### src/ims_pkg.sv
package ims_pkg;

    // Lattice geometry
    localparam int SIDE       = 64;
    localparam int ROW_W      = $clog2(SIDE);
    localparam int COL_W      = $clog2(SIDE);
    localparam int BANK_AW    = ROW_W - 1;
    localparam int BANK_DEPTH = SIDE / 2;

    // Field widths
    localparam int THR_W     = 17;
    localparam int RND_W     = 16;
    localparam int DE_W      = 6;
    localparam int EN_W      = 15;
    localparam int MAG_W     = 14;
    localparam int CFG_IDX_W = 2;

    typedef logic [ROW_W-1:0]       t_row;
    typedef logic [COL_W-1:0]       t_col;
    typedef logic [SIDE-1:0]        t_word;
    typedef logic [BANK_AW-1:0]     t_bank_addr;
    typedef logic [THR_W-1:0]       t_thr;
    typedef logic [RND_W-1:0]       t_rnd;
    typedef logic signed [DE_W-1:0] t_de;
    typedef logic signed [EN_W-1:0] t_energy;
    typedef logic signed [MAG_W-1:0] t_magnet;

    typedef enum logic {
        CMD_LOAD = 1'b0,
        CMD_STEP = 1'b1
    } t_cmd;

    typedef enum logic [CFG_IDX_W-1:0] {
        CFG_THR_LOW  = 2'd0,
        CFG_THR_HIGH = 2'd1
    } t_cfg_idx;

    // Reset totals: all spins +1
    localparam t_energy EN_RESET  = t_energy'(-2 * SIDE * SIDE);
    localparam t_magnet MAG_RESET = t_magnet'(SIDE * SIDE);
    localparam t_magnet MAG_STEP  = t_magnet'(2);

    // Energy rise that selects the low threshold, and the offset in the energy change
    localparam t_de DE_FOUR  = t_de'(4);
    localparam t_de DE_EIGHT = t_de'(8);

    // Row write request into the lattice
    typedef struct packed {
        logic  en;
        t_row  row;
        t_word data;
    } t_wr_req;

    // The three rows around a site
    typedef struct packed {
        t_word up;
        t_word cur;
        t_word dn;
    } t_nbr;

endpackage

### src/ims_flip_calc.sv
module ims_flip_calc (
    input  ims_pkg::t_nbr  i_nbr,
    input  ims_pkg::t_cmd  i_cmd,
    input  ims_pkg::t_col  i_col,
    input  logic           i_want,
    input  ims_pkg::t_rnd  i_rnd,
    input  ims_pkg::t_thr  i_thr_low,
    input  ims_pkg::t_thr  i_thr_high,
    output logic           o_flip,
    output logic           o_old_spin,
    output ims_pkg::t_de   o_de,
    output ims_pkg::t_word o_new_word
);
    import ims_pkg::*;

    t_col       col_lf;
    t_col       col_rt;
    logic [2:0] n_up_cnt;
    t_de        de_pos;
    t_de        de;
    logic       step_ok;

    assign col_lf = i_col - t_col'(1);
    assign col_rt = i_col + t_col'(1);

    // Count of +1 neighbors k gives sum 2k-4, so dE = s*(4k-8)
    assign o_old_spin = i_nbr.cur[i_col];
    assign n_up_cnt   = 3'(i_nbr.up[i_col]) + 3'(i_nbr.dn[i_col])
                      + 3'(i_nbr.cur[col_lf]) + 3'(i_nbr.cur[col_rt]);
    assign de_pos     = t_de'({1'b0, n_up_cnt, 2'b00}) - DE_EIGHT;
    assign de         = o_old_spin ? de_pos : -de_pos;

    // Metropolis acceptance
    always_comb begin
        if (de[DE_W-1] || (de == '0)) begin
            step_ok = 1'b1;
        end else if (de == DE_FOUR) begin
            step_ok = ({1'b0, i_rnd} < i_thr_low);
        end else begin
            step_ok = ({1'b0, i_rnd} < i_thr_high);
        end
    end

    always_comb begin
        case (i_cmd)
            CMD_LOAD: o_flip = (i_want != o_old_spin);
            CMD_STEP: o_flip = step_ok;
            default:  o_flip = 1'b0;
        endcase
    end

    assign o_de       = de;
    assign o_new_word = i_nbr.cur ^ (t_word'(1) << i_col);

endmodule

### config.mk
export PLATFORM = sky130hd
export DESIGN_NAME = ims_flip_calc
export DESIGN_NICKNAME = d
export VERILOG_FILES = /design/src/ims_pkg.sv /design/src/ims_flip_calc.sv
export SDC_FILE = /design/constraint.sdc
export NUM_CORES = 1
export LEC_CHECK = 0
export ABC_CLOCK_PERIOD_IN_PS = 8100
export BUFFER_PORTS_ARGS = -buffer_cell sky130_fd_sc_hd__buf_2
export CORE_AREA = 5 5 122 124
export DETAILED_ROUTE_END_ITERATION = 7
export DIE_AREA = 0 0 127 129
export PLACE_DENSITY = 0.65
export SETUP_SLACK_MARGIN = 0.1
export SYNTH_ARGS = -nofsm -noshare
export SYNTH_HDL_FRONTEND = slang
export SYNTH_SLANG_ARGS = --single-unit
### constraint.sdc
create_clock -name vclk -period 8.1
set_input_delay 1.62 -clock vclk [all_inputs]
set_output_delay 1.62 -clock vclk [all_outputs]
set_load 0.05 [all_outputs]
==> flow_results.xml, run 1 <==
<?xml version="1.0" encoding="UTF-8"?>
<metrics>
  <group name="run_status">
    <metric name="run_status" unit="">complete, no violations</metric>
  </group>
  <group name="sta">
    <metric name="worst_slew_margin_rel" unit="%">55.7</metric>
    <metric name="setup_viol_count_final" unit="">0</metric>
    <metric name="number_of_hold_violations_in_the_final_report" unit="">0</metric>
    <metric name="fin_crit_sh" unit="%">94.6</metric>
    <metric name="maximum_clock_rate" unit="MHz">131</metric>
    <metric name="post-route-min-period" unit="ns">7.66</metric>
    <metric name="final-max-slew-violation-count" unit="">0</metric>
    <metric name="setup-tns-final" unit="ns">0</metric>
    <metric name="tightest_slew" unit="ns">0.660</metric>
    <metric name="rsz0062_at_grt" unit="">no</metric>
    <metric name="finalHoldWorstSlack" unit="ns">3.63</metric>
  </group>
  <group name="clock_network">
    <metric name="cts-hold-fix-buffers" unit="">0</metric>
    <metric name="cts_repair_resize_count" unit="">0</metric>
    <metric name="cts.repair_timing.setup_buffer_count" unit="">0</metric>
  </group>
  <group name="run">
    <metric name="drv_cap" unit="">0</metric>
  </group>
  <group name="floorplanning">
    <metric name="floorplan.die_area" unit="sq mm">0.0164</metric>
    <metric name="io-pin-count" unit="">322</metric>
    <metric name="floorplan.initialDensity" unit="%">34.0</metric>
    <metric name="rows" unit="">43</metric>
    <metric name="core" unit="sq mm">0.0137</metric>
    <metric name="die_span_in_y" unit="um">129</metric>
    <metric name="die_w" unit="um">127</metric>
  </group>
  <group name="detailed_routing">
    <metric name="drtIter0Drc" unit="">274</metric>
    <metric name="drt-total-wl" unit="um">20500</metric>
    <metric name="route.vias.total" unit="">5200</metric>
    <metric name="remaining_drc_errors" unit="">0</metric>
    <metric name="route.detailed.vias_per_inst" unit="">5.57</metric>
    <metric name="drtAntennaViolNets" unit="">0</metric>
    <metric name="number_of_detailed_routing_iterations_run_before_antenna_repair" unit="">5</metric>
    <metric name="detail_route.wl_per_cell" unit="um">22.0</metric>
  </group>
  <group name="yosys">
    <metric name="synth_top_area_cell" unit="">mux4_2</metric>
    <metric name="syn_area_per_cell" unit="sq um">10.2</metric>
    <metric name="sequential_to_total_area_share_from_yosys_stat" unit="%">0</metric>
    <metric name="synthDominantCellAreaShare" unit="%">48.5</metric>
    <metric name="post_synth_main_area_contributors" unit="">mux4_2 49%, ha_1 11%, xor2_1 9.8%, nor2_1 4.2%, xnor2_1 3.4%</metric>
    <metric name="postSynthCellCount" unit="">456</metric>
    <metric name="synth_area" unit="sq mm">0.00464</metric>
    <metric name="synth_cell_type_count" unit="">39</metric>
    <metric name="yosysWarnings" unit="">0</metric>
  </group>
  <group name="pwr">
    <metric name="power.density_cell_area" unit="mW/mm^2">98.3</metric>
    <metric name="power.static_leakage" unit="nW">3.12</metric>
    <metric name="post-layout-total-power" unit="uW">629</metric>
    <metric name="peakVddDrop" unit="V">0.000132</metric>
  </group>
  <group name="global_routing">
    <metric name="initial_antenna_violation_count" unit="">1</metric>
    <metric name="grt_max_degree" unit="">34</metric>
    <metric name="gr-total-overflow" unit="">0</metric>
    <metric name="grt_first_pass_wirelength" unit="um">30100</metric>
    <metric name="first_global_vias" unit="">5243</metric>
    <metric name="globalRouteTotalUtil" unit="%">23.6</metric>
  </group>
  <group name="final_layout">
    <metric name="drive_gt1_share" unit="%">57.9</metric>
    <metric name="seqCellArea" unit="sq um">0</metric>
    <metric name="commonest_cells_after_routing_fill_and_taps_aside" unit="">319 x buf_2, 100 x mux4_2, 52 x xor2_1, 52 x nor2_1, 41 x ha_1</metric>
    <metric name="seq_cell_count" unit="">0</metric>
    <metric name="syn_to_layout_area_delta" unit="%">37.9</metric>
    <metric name="final.clkbuf_count" unit="">0</metric>
    <metric name="nets" unit="">1048</metric>
    <metric name="final_common_cell" unit="">buf_2</metric>
    <metric name="postLayoutCoreUtil" unit="%">46.8</metric>
  </group>
  <group name="setup_path">
    <metric name="timing.critical_path.fanout_max" unit="">20</metric>
    <metric name="path_class" unit="">in -&gt; out</metric>
    <metric name="cp_data_arrival_time" unit="ns">6.04</metric>
    <metric name="critical_path.endpoint_type" unit="">output pin</metric>
    <metric name="worst-endpoint-required" unit="ns">6.48</metric>
    <metric name="cp-start-kind" unit="">input pin</metric>
  </group>
  <group name="place">
    <metric name="port-buffer-count" unit="">320</metric>
    <metric name="routabilityCongestion" unit="">0.930</metric>
    <metric name="place.detailed.hpwl" unit="um">17900</metric>
  </group>
  <group name="hold_path">
    <metric name="hold_depth" unit="">3</metric>
    <metric name="whs_endpoint" unit="">o_new_word[17]</metric>
    <metric name="hold_class" unit="">in -&gt; out</metric>
    <metric name="hp-start" unit="">i_nbr[81]</metric>
  </group>
</metrics>
worst max-delay path, cell delays in order:
cell and delay [ns]:
buf_4 0.20, inv_1 0.09, ha_1 0.31, buf_4 0.28, mux4_2 0.35, mux4_2 0.48
mux4_2 0.54, fa_1 0.45, ha_1 0.40, fa_1 0.61, o211ai_1 0.09, a21oi_1 0.13
nor3_1 0.07, a22oi_2 0.13, buf_2 0.28
routing by layer:
layer | vias to the layer above | share of wire [%] | global-route usage [%]
met5 | - | 0 | 0
met4 | 0 | 1.8 | 3.85
met3 | 22 | 9.5 | 3.61
met2 | 361 | 53 | 44.1
met1 | 2469 | 36 | 29.3
li1 | 2348 | - | -
final cells by class:
class | count | area, sq um
Antenna cell | 1 | 2.50
Tap cell | 180 | 225
Multi-Input combinational cell | 386 | 4330
Inverter | 36 | 135
Timing Repair Buffer | 331 | 1710
Fill cell | 1370 | 7260
power by group:
| part | internal (mW) | total [mW] | switching (mW) |
|---|---|---|---|
| combinational | 0.251 | 0.629 | 0.378 |
| sequential | 0 | 0 | 0 |
| clock | 0.0000000165 | 0.0000000165 | 0 |
cell families after synthesis:
group / after synthesis / share of synthesized area, %
and+or+nand+nor: 124 / 12.3
other: 1 / 0.0808
buffers and inverters: 71 / 6.98
muxes: 103 / 49.2
AOI/OAI and AO/OA: 44 / 6.31
adders and majority gates: 43 / 11.9
xor gates and xnor gates: 70 / 13.2
how the worst max path moves through the flow:
stage                  start  endpoint  slack (ns)  depth (start not counted)
floorplan           i_col[0]   o_de[3]        0.06                         12
global placement    i_col[0]    o_flip        0.50                         15
detailed placement  i_col[0]    o_flip        0.43                         15
CTS                 i_col[0]    o_flip        0.43                         15
global route        i_col[0]    o_flip        0.21                         15
finish              i_col[0]    o_flip        0.44                         15
cells in the mapped netlist, types with 6 or more instances:
cell type / instances
buf_4: 14
nand2_1: 19
nand2b_1: 9
a21oi_1: 12
mux4_2: 100
nand3_1: 18
nor2_1: 52
clkbuf_1: 12
a21o_1: 9
o211ai_1: 6
inv_1: 36
xor2_1: 52
nor3_1: 10
ha_1: 41
xnor2_1: 18
through the flow:
stage          setup WS [ns]  instances  cell area, sq um
3_5_place_dp           0.435        933              6400
2_1_floorplan         0.0566        457              4650
3_3_place_gp           0.496        933              6400
4_1_cts                0.426        933              6400
6_report               0.440        934              6400
5_1_grt                0.210        934              6400
Power figures use the tool's default switching activity.
==> inputs of run 2 (changes only) <==
- REMOVE_ABC_BUFFERS: not set -> 1
==> run 2 against run 1 <==
Critical path depth unchanged. Cell area shrank 0.35%. Power fell by 0.18%. Sequential cell count is the same. Highest routed layer unchanged. Critical endpoint unchanged. Global-route usage decreased by 1.6 points.
==> flow_results.xml, run 2 (synthesis results as in run 1) <==
<?xml version="1.0" encoding="UTF-8"?>
<metrics>
  <group name="run_status">
    <metric name="run_status" unit="">complete, no violations</metric>
  </group>
  <group name="place">
    <metric name="postPlaceCellArea" unit="sq mm">0.00638</metric>
    <metric name="place.detailed.hpwl" unit="um">17000</metric>
    <metric name="routabilityCongestion" unit="">0.941</metric>
    <metric name="port-buffer-count" unit="">320</metric>
  </group>
  <group name="final_layout">
    <metric name="finalInstanceArea" unit="sq mm">0.00638</metric>
    <metric name="number_of_filler_cells_placed_in_the_layout" unit="">1371</metric>
    <metric name="final.clkbuf_count" unit="">0</metric>
    <metric name="syn_to_layout_area_delta" unit="%">37.4</metric>
    <metric name="commonest_cells_after_routing_fill_and_taps_aside" unit="">319 x buf_2, 100 x mux4_2, 52 x xor2_1, 52 x nor2_1, 41 x ha_1</metric>
    <metric name="drive_gt1_share" unit="%">57.7</metric>
    <metric name="nets" unit="">1046</metric>
    <metric name="final_common_cell" unit="">buf_2</metric>
    <metric name="number_of_diodes" unit="">0</metric>
    <metric name="seq_cell_count" unit="">0</metric>
    <metric name="seqCellArea" unit="sq um">0</metric>
  </group>
  <group name="sta">
    <metric name="setup_viol_count_final" unit="">0</metric>
    <metric name="finalHoldWorstSlack" unit="ns">3.63</metric>
    <metric name="tightest_slew" unit="ns">0.654</metric>
    <metric name="fin_crit_sh" unit="%">95.7</metric>
    <metric name="rsz0062_at_grt" unit="">no</metric>
    <metric name="maximum_clock_rate" unit="MHz">129</metric>
    <metric name="worst_slew_margin_rel" unit="%">56.1</metric>
    <metric name="post-route-min-period" unit="ns">7.75</metric>
    <metric name="number_of_hold_violations_in_the_final_report" unit="">0</metric>
    <metric name="final-max-slew-violation-count" unit="">0</metric>
  </group>
  <group name="detailed_routing">
    <metric name="route.detailed.vias_per_inst" unit="">5.59</metric>
    <metric name="drt-total-wl" unit="um">19600</metric>
    <metric name="remaining_drc_errors" unit="">0</metric>
    <metric name="route.vias.total" unit="">5208</metric>
    <metric name="number_of_detailed_routing_iterations_run_before_antenna_repair" unit="">5</metric>
    <metric name="detail_route.wl_per_cell" unit="um">21.1</metric>
    <metric name="drtAntennaViolNets" unit="">0</metric>
    <metric name="drtIter0Drc" unit="">334</metric>
  </group>
  <group name="pwr">
    <metric name="peakVddDrop" unit="V">0.0000689</metric>
    <metric name="post-layout-total-power" unit="uW">628</metric>
    <metric name="power.static_leakage" unit="nW">3.11</metric>
    <metric name="power.density_cell_area" unit="mW/mm^2">98.5</metric>
  </group>
  <group name="floorplanning">
    <metric name="floorplan.initialDensity" unit="%">34.0</metric>
    <metric name="die_span_in_y" unit="um">129</metric>
    <metric name="floorplan.die_area" unit="sq mm">0.0164</metric>
    <metric name="core" unit="sq mm">0.0137</metric>
    <metric name="rows" unit="">43</metric>
    <metric name="die_w" unit="um">127</metric>
    <metric name="io-pin-count" unit="">322</metric>
  </group>
  <group name="run">
    <metric name="drv_cap" unit="">0</metric>
  </group>
  <group name="global_routing">
    <metric name="grt_first_pass_wirelength" unit="um">28400</metric>
    <metric name="initial_antenna_violation_count" unit="">0</metric>
    <metric name="gr-total-overflow" unit="">0</metric>
    <metric name="globalRouteTotalUtil" unit="%">22.0</metric>
    <metric name="grt_max_degree" unit="">49</metric>
    <metric name="first_global_vias" unit="">5223</metric>
  </group>
  <group name="setup_path">
    <metric name="critical_path.endpoint_type" unit="">output pin</metric>
    <metric name="cp_common_cell" unit="">mux4_2</metric>
    <metric name="slowest_delay" unit="ns">0.60</metric>
    <metric name="timing.critical_path.fanout_max" unit="">25</metric>
    <metric name="critical-path-slowest-cell" unit="">fa_1</metric>
    <metric name="crit_chain" unit="">buf_4 &gt; inv_1 &gt; ha_1 &gt; buf_12 &gt; mux4_2 &gt; mux4_2 &gt; mux4_2 &gt; fa_1 &gt; ha_1 &gt; fa_1 &gt; o211ai_1 &gt; a21oi_1 &gt; nor3_1 &gt; a22oi_1 &gt; buf_2</metric>
    <metric name="cp-start-kind" unit="">input pin</metric>
    <metric name="cp_data_arrival_time" unit="ns">6.13</metric>
    <metric name="worst-endpoint-required" unit="ns">6.48</metric>
    <metric name="path_class" unit="">in -&gt; out</metric>
  </group>
  <group name="clock_network">
    <metric name="cts-hold-fix-buffers" unit="">0</metric>
    <metric name="cts_repair_resize_count" unit="">0</metric>
    <metric name="cts.repair_timing.setup_buffer_count" unit="">0</metric>
  </group>
  <group name="hold_path">
    <metric name="hold_class" unit="">in -&gt; out</metric>
  </group>
</metrics>
run 2: stage by stage:
stage / instances / utilization [%] / setup WS (ns) / setup TNS, ns
after floorplan: 422 / - / -0.143 / -0.143
after global placement: 931 / 46.7 / 0.382 / 0
after detailed placement: 931 / 46.7 / 0.328 / 0
after CTS: 931 / 46.7 / 0.326 / 0
after global routing: 931 / 46.7 / 0.125 / 0
final: 931 / 46.7 / 0.352 / 0
run 2: metal layers:
metal | vias up | global-route usage (%) | wire length [um]
met5 | - | 0 | 0
li1 | 2341 | - | -
met1 | 2498 | 28.7 | 7280
met4 | 0 | 4.35 | 435
met3 | 29 | 3.65 | 2060
met2 | 340 | 38.9 | 9870
run 2: cell type report:
class	count	area, sq um	share of cell area [%]
multi-input combinational	386	4320	67.8
tap	180	225	3.53
inverter	36	135	2.12
timing repair buffer	329	1700	26.6
run 2: final timing paths:
| path | to | cells past startpoint | startpoint |
|---|---|---|---|
| max | o_flip | 15 | i_col[0] |
| min | o_new_word[2] | 3 | i_nbr[66] |
run 2: report_power, final:
group	switching [mW]	internal, mW
Clock	0	0
Sequential	0	0
Combinational	0.378	0.250
run 2: worst max-delay path, delay by kind of cell:
| kind | cells | cell delay (ns) |
|---|---|---|
| adders and majority gates | 4 | 1.96 |
| muxes | 3 | 1.33 |
| buffers and inverters | 4 | 0.75 |
| AOI/OAI and AO/OA | 3 | 0.40 |
| and+or+nand+nor | 1 | 0.05 |
==> inputs of run 3 (changes only) <==
- ABC_AREA: not set -> 1
- CORE_AREA: 5 5 122 124 -> 5 5 123 125
- DIE_AREA: 0 0 127 129 -> 0 0 128 130
- PLACE_DENSITY: 0.65 -> 0.68
==> run 3 against run 2 <==
Maximum frequency is 4.5% higher. Sequential cell count stayed put. Sequential share of layout area stayed put. Worst hold slack worse by 0.015 ns. Global-route usage is 4.2 points higher. Largest cell class unchanged. Synthesized area is 10% higher. Cell area is 4.7% higher.
==> flow_results.xml, run 3 <==
<?xml version="1.0" encoding="UTF-8"?>
<metrics>
  <group name="run_status">
    <metric name="run_status" unit="">complete, no violations</metric>
  </group>
  <group name="setup_path">
    <metric name="crit_start" unit="">i_col[0]</metric>
    <metric name="worst-endpoint-required" unit="ns">6.48</metric>
    <metric name="path_class" unit="">in -&gt; out</metric>
    <metric name="cp_data_arrival_time" unit="ns">5.79</metric>
    <metric name="critPathBufInv" unit="">5</metric>
    <metric name="cp-start-kind" unit="">input pin</metric>
    <metric name="critical-path-slowest-cell" unit="">fa_1</metric>
    <metric name="timing.critical_path.fanout_max" unit="">41</metric>
    <metric name="worst-path-stages" unit="">21</metric>
    <metric name="crit_chain" unit="">buf_4 &gt; inv_6 &gt; ha_1 &gt; inv_1 &gt; buf_4 &gt; nand2_1 &gt; nand3_1 &gt; nand3_1 &gt; o211ai_1 &gt; a21oi_1 &gt; a21oi_1 &gt; fa_1 &gt; ha_1 &gt; fa_1 &gt; nand2_1 &gt; nand2_1 &gt; nand3_1 &gt; nand3_1 &gt; nand2_1 &gt; nand2_1 &gt; buf_2</metric>
    <metric name="critical_path.endpoint_type" unit="">output pin</metric>
    <metric name="slowest_delay" unit="ns">0.58</metric>
    <metric name="cp_common_cell" unit="">nand2_1</metric>
    <metric name="critPathTopFamily" unit="">adder cells</metric>
  </group>
  <group name="final_layout">
    <metric name="number_of_filler_cells_placed_in_the_layout" unit="">1551</metric>
    <metric name="commonest_cells_after_routing_fill_and_taps_aside" unit="">319 x buf_2, 234 x nand2_1, 106 x o21ai_0, 102 x inv_1, 86 x nand3_1</metric>
    <metric name="nets" unit="">1526</metric>
    <metric name="final.clkbuf_count" unit="">0</metric>
    <metric name="final_common_cell" unit="">buf_2</metric>
    <metric name="postLayoutCoreUtil" unit="%">48.5</metric>
    <metric name="multi_input_area" unit="sq mm">0.00433</metric>
    <metric name="number_of_diodes" unit="">0</metric>
    <metric name="syn_to_layout_area_delta" unit="%">30.6</metric>
    <metric name="finalInstanceArea" unit="sq mm">0.00668</metric>
    <metric name="seq_cell_count" unit="">0</metric>
    <metric name="drive_gt1_share" unit="%">28.1</metric>
    <metric name="fin_cells" unit="">1411</metric>
    <metric name="seqCellArea" unit="sq um">0</metric>
  </group>
  <group name="floorplanning">
    <metric name="die_span_in_y" unit="um">130</metric>
    <metric name="core" unit="sq mm">0.0138</metric>
    <metric name="floorplan.initialDensity" unit="%">37.1</metric>
    <metric name="rows" unit="">43</metric>
    <metric name="io-pin-count" unit="">322</metric>
    <metric name="die_w" unit="um">128</metric>
    <metric name="floorplan.die_area" unit="sq mm">0.0166</metric>
  </group>
  <group name="yosys">
    <metric name="post_synth_main_area_contributors" unit="">nand2_1 17%, o21ai_0 10%, ha_1 10%, nand3_1 8.4%, inv_1 7.5%</metric>
    <metric name="synth_commonest_cells" unit="">234 x nand2_1, 106 x o21ai_0, 102 x inv_1</metric>
    <metric name="synth_top_area_cell" unit="">nand2_1</metric>
    <metric name="yosysWarnings" unit="">0</metric>
    <metric name="sequential_to_total_area_share_from_yosys_stat" unit="%">0</metric>
    <metric name="synthMostInstantiatedCell" unit="">nand2_1</metric>
    <metric name="syn_area_per_cell" unit="sq um">5.28</metric>
    <metric name="synthDominantCellAreaShare" unit="%">17.2</metric>
    <metric name="synth_area" unit="sq mm">0.00512</metric>
    <metric name="postSynthCellCount" unit="">969</metric>
    <metric name="synth_cell_type_count" unit="">39</metric>
  </group>
  <group name="hold_path">
    <metric name="hp-start" unit="">i_nbr[102]</metric>
    <metric name="hold_class" unit="">in -&gt; out</metric>
    <metric name="hold_depth" unit="">3</metric>
  </group>
  <group name="detailed_routing">
    <metric name="remaining_drc_errors" unit="">0</metric>
    <metric name="route.vias.total" unit="">7560</metric>
    <metric name="drtIter0Drc" unit="">879</metric>
    <metric name="drtAntennaViolNets" unit="">0</metric>
    <metric name="route.detailed.vias_per_inst" unit="">5.36</metric>
    <metric name="detail_route.wl_per_cell" unit="um">16.9</metric>
    <metric name="drt-total-wl" unit="um">23900</metric>
    <metric name="number_of_detailed_routing_iterations_run_before_antenna_repair" unit="">6</metric>
  </group>
  <group name="global_routing">
    <metric name="grt_max_degree" unit="">157</metric>
    <metric name="first_global_vias" unit="">6891</metric>
    <metric name="globalRouteMet3Util" unit="%">4.79</metric>
    <metric name="gr-total-overflow" unit="">0</metric>
    <metric name="grt_first_pass_wirelength" unit="um">35600</metric>
    <metric name="grt_busiest_layer" unit="">met2</metric>
    <metric name="groute.layer.met1.usage" unit="%">33.7</metric>
    <metric name="initial_antenna_violation_count" unit="">4</metric>
    <metric name="use_met2" unit="%">45.7</metric>
    <metric name="globalRouteTotalUtil" unit="%">26.2</metric>
  </group>
  <group name="pwr">
    <metric name="power.share.sequential" unit="%">0</metric>
    <metric name="peakVddDrop" unit="V">0.000138</metric>
    <metric name="power.static_leakage" unit="nW">3.55</metric>
    <metric name="p_clk_share" unit="%">0</metric>
    <metric name="combinational_power_share" unit="%">100.0</metric>
    <metric name="net_switching" unit="uW">380</metric>
    <metric name="power.internal" unit="uW">178</metric>
    <metric name="power.density_cell_area" unit="mW/mm^2">83.5</metric>
    <metric name="p_sw_share" unit="%">68.1</metric>
  </group>
  <group name="run">
    <metric name="drv_cap" unit="">0</metric>
  </group>
  <group name="sta">
    <metric name="setup_viol_count_final" unit="">0</metric>
    <metric name="rsz0062_at_grt" unit="">no</metric>
    <metric name="fin_crit_sh" unit="%">91.5</metric>
    <metric name="tightest_slew" unit="ns">0.784</metric>
    <metric name="post-route-min-period" unit="ns">7.41</metric>
    <metric name="fin_ws" unit="ns">0.688</metric>
    <metric name="setup-tns-final" unit="ns">0</metric>
    <metric name="final-max-slew-violation-count" unit="">0</metric>
    <metric name="maximum_clock_rate" unit="MHz">135</metric>
    <metric name="number_of_hold_violations_in_the_final_report" unit="">0</metric>
    <metric name="worst_slew_margin_rel" unit="%">47.7</metric>
  </group>
  <group name="place">
    <metric name="port-buffer-count" unit="">320</metric>
    <metric name="postPlaceCellArea" unit="sq mm">0.00668</metric>
    <metric name="place.detailed.hpwl" unit="um">19400</metric>
    <metric name="numPlacedInstances" unit="">1411</metric>
    <metric name="routabilityCongestion" unit="">0.939</metric>
    <metric name="post-place-ws" unit="ns">0.724</metric>
  </group>
  <group name="clock_network">
    <metric name="cts-hold-fix-buffers" unit="">0</metric>
    <metric name="cts_repair_resize_count" unit="">0</metric>
    <metric name="cts.repair_timing.setup_buffer_count" unit="">0</metric>
  </group>
</metrics>
==> run 3: changes by cell type in the layout (fill, tap and decap cells not counted), sizes merged, moves of 25 or more <==
cell / before / now
nand2: 19 / 235
o21ai: 4 / 111
mux4: 100 / 0
inv: 36 / 109
nand3: 18 / 89
a21oi: 12 / 51
nor2: 52 / 84
o22ai: 3 / 28
==> run 3: power groups by stage <==
stage	sequential, mW	combinational (mW)	clock (mW)
floorplan	0	0.352	0
global placement	0	0.552	0
detailed placement	0	0.554	0
CTS	0	0.556	0
global route	0	0.610	0
finish	0	0.558	0
==> run 3: layer usage <==
layer | routed length [um] | share of wire, % | vias to the layer above
li1 | - | - | 3740
met1 | 9180 | 38 | 3285
met2 | 11100 | 46 | 468
met3 | 2880 | 12 | 59
met4 | 680 | 2.8 | 8
met5 | 40 | 0.17 | -
==> run 3: path summary, 6_finish.rpt <==
check	slack, ns	end
worst max-delay path	0.69	o_flip
worst min-delay path	3.61	o_new_word[38]
==> run 3: per-stage QoR <==
stage / hold WS (ns) / total power, mW
finish: 3.61 / 0.558
global route: 3.63 / 0.610
CTS: 3.61 / 0.556
detailed placement: 3.61 / 0.554
global placement: 3.61 / 0.552
floorplan: 3.54 / 0.352
==> run 3: tightest hold or removal path: cells and delay by family <==
family / cells / cell delay (ns)
xor+xnor: 1 / 0.06
buf+inv: 2 / 0.30
==> run 3: area by class of cell <==
class                      instances  share of cell area [%]
multi-input combinational        789                    64.8
tap                              180                    3.37
inverter                         110                    6.25
timing repair buffer             332                    25.5
==> run 3: cells by family after synthesis <==
family,share of synthesized area [%]
XOR/XNOR,12.0
other,0.0733
adder cells (fa/ha/maj),10.8
AND/OR/NAND/NOR,38.4
AO/OA/AOI/OAI,23.3
buffers and inverters,15.4
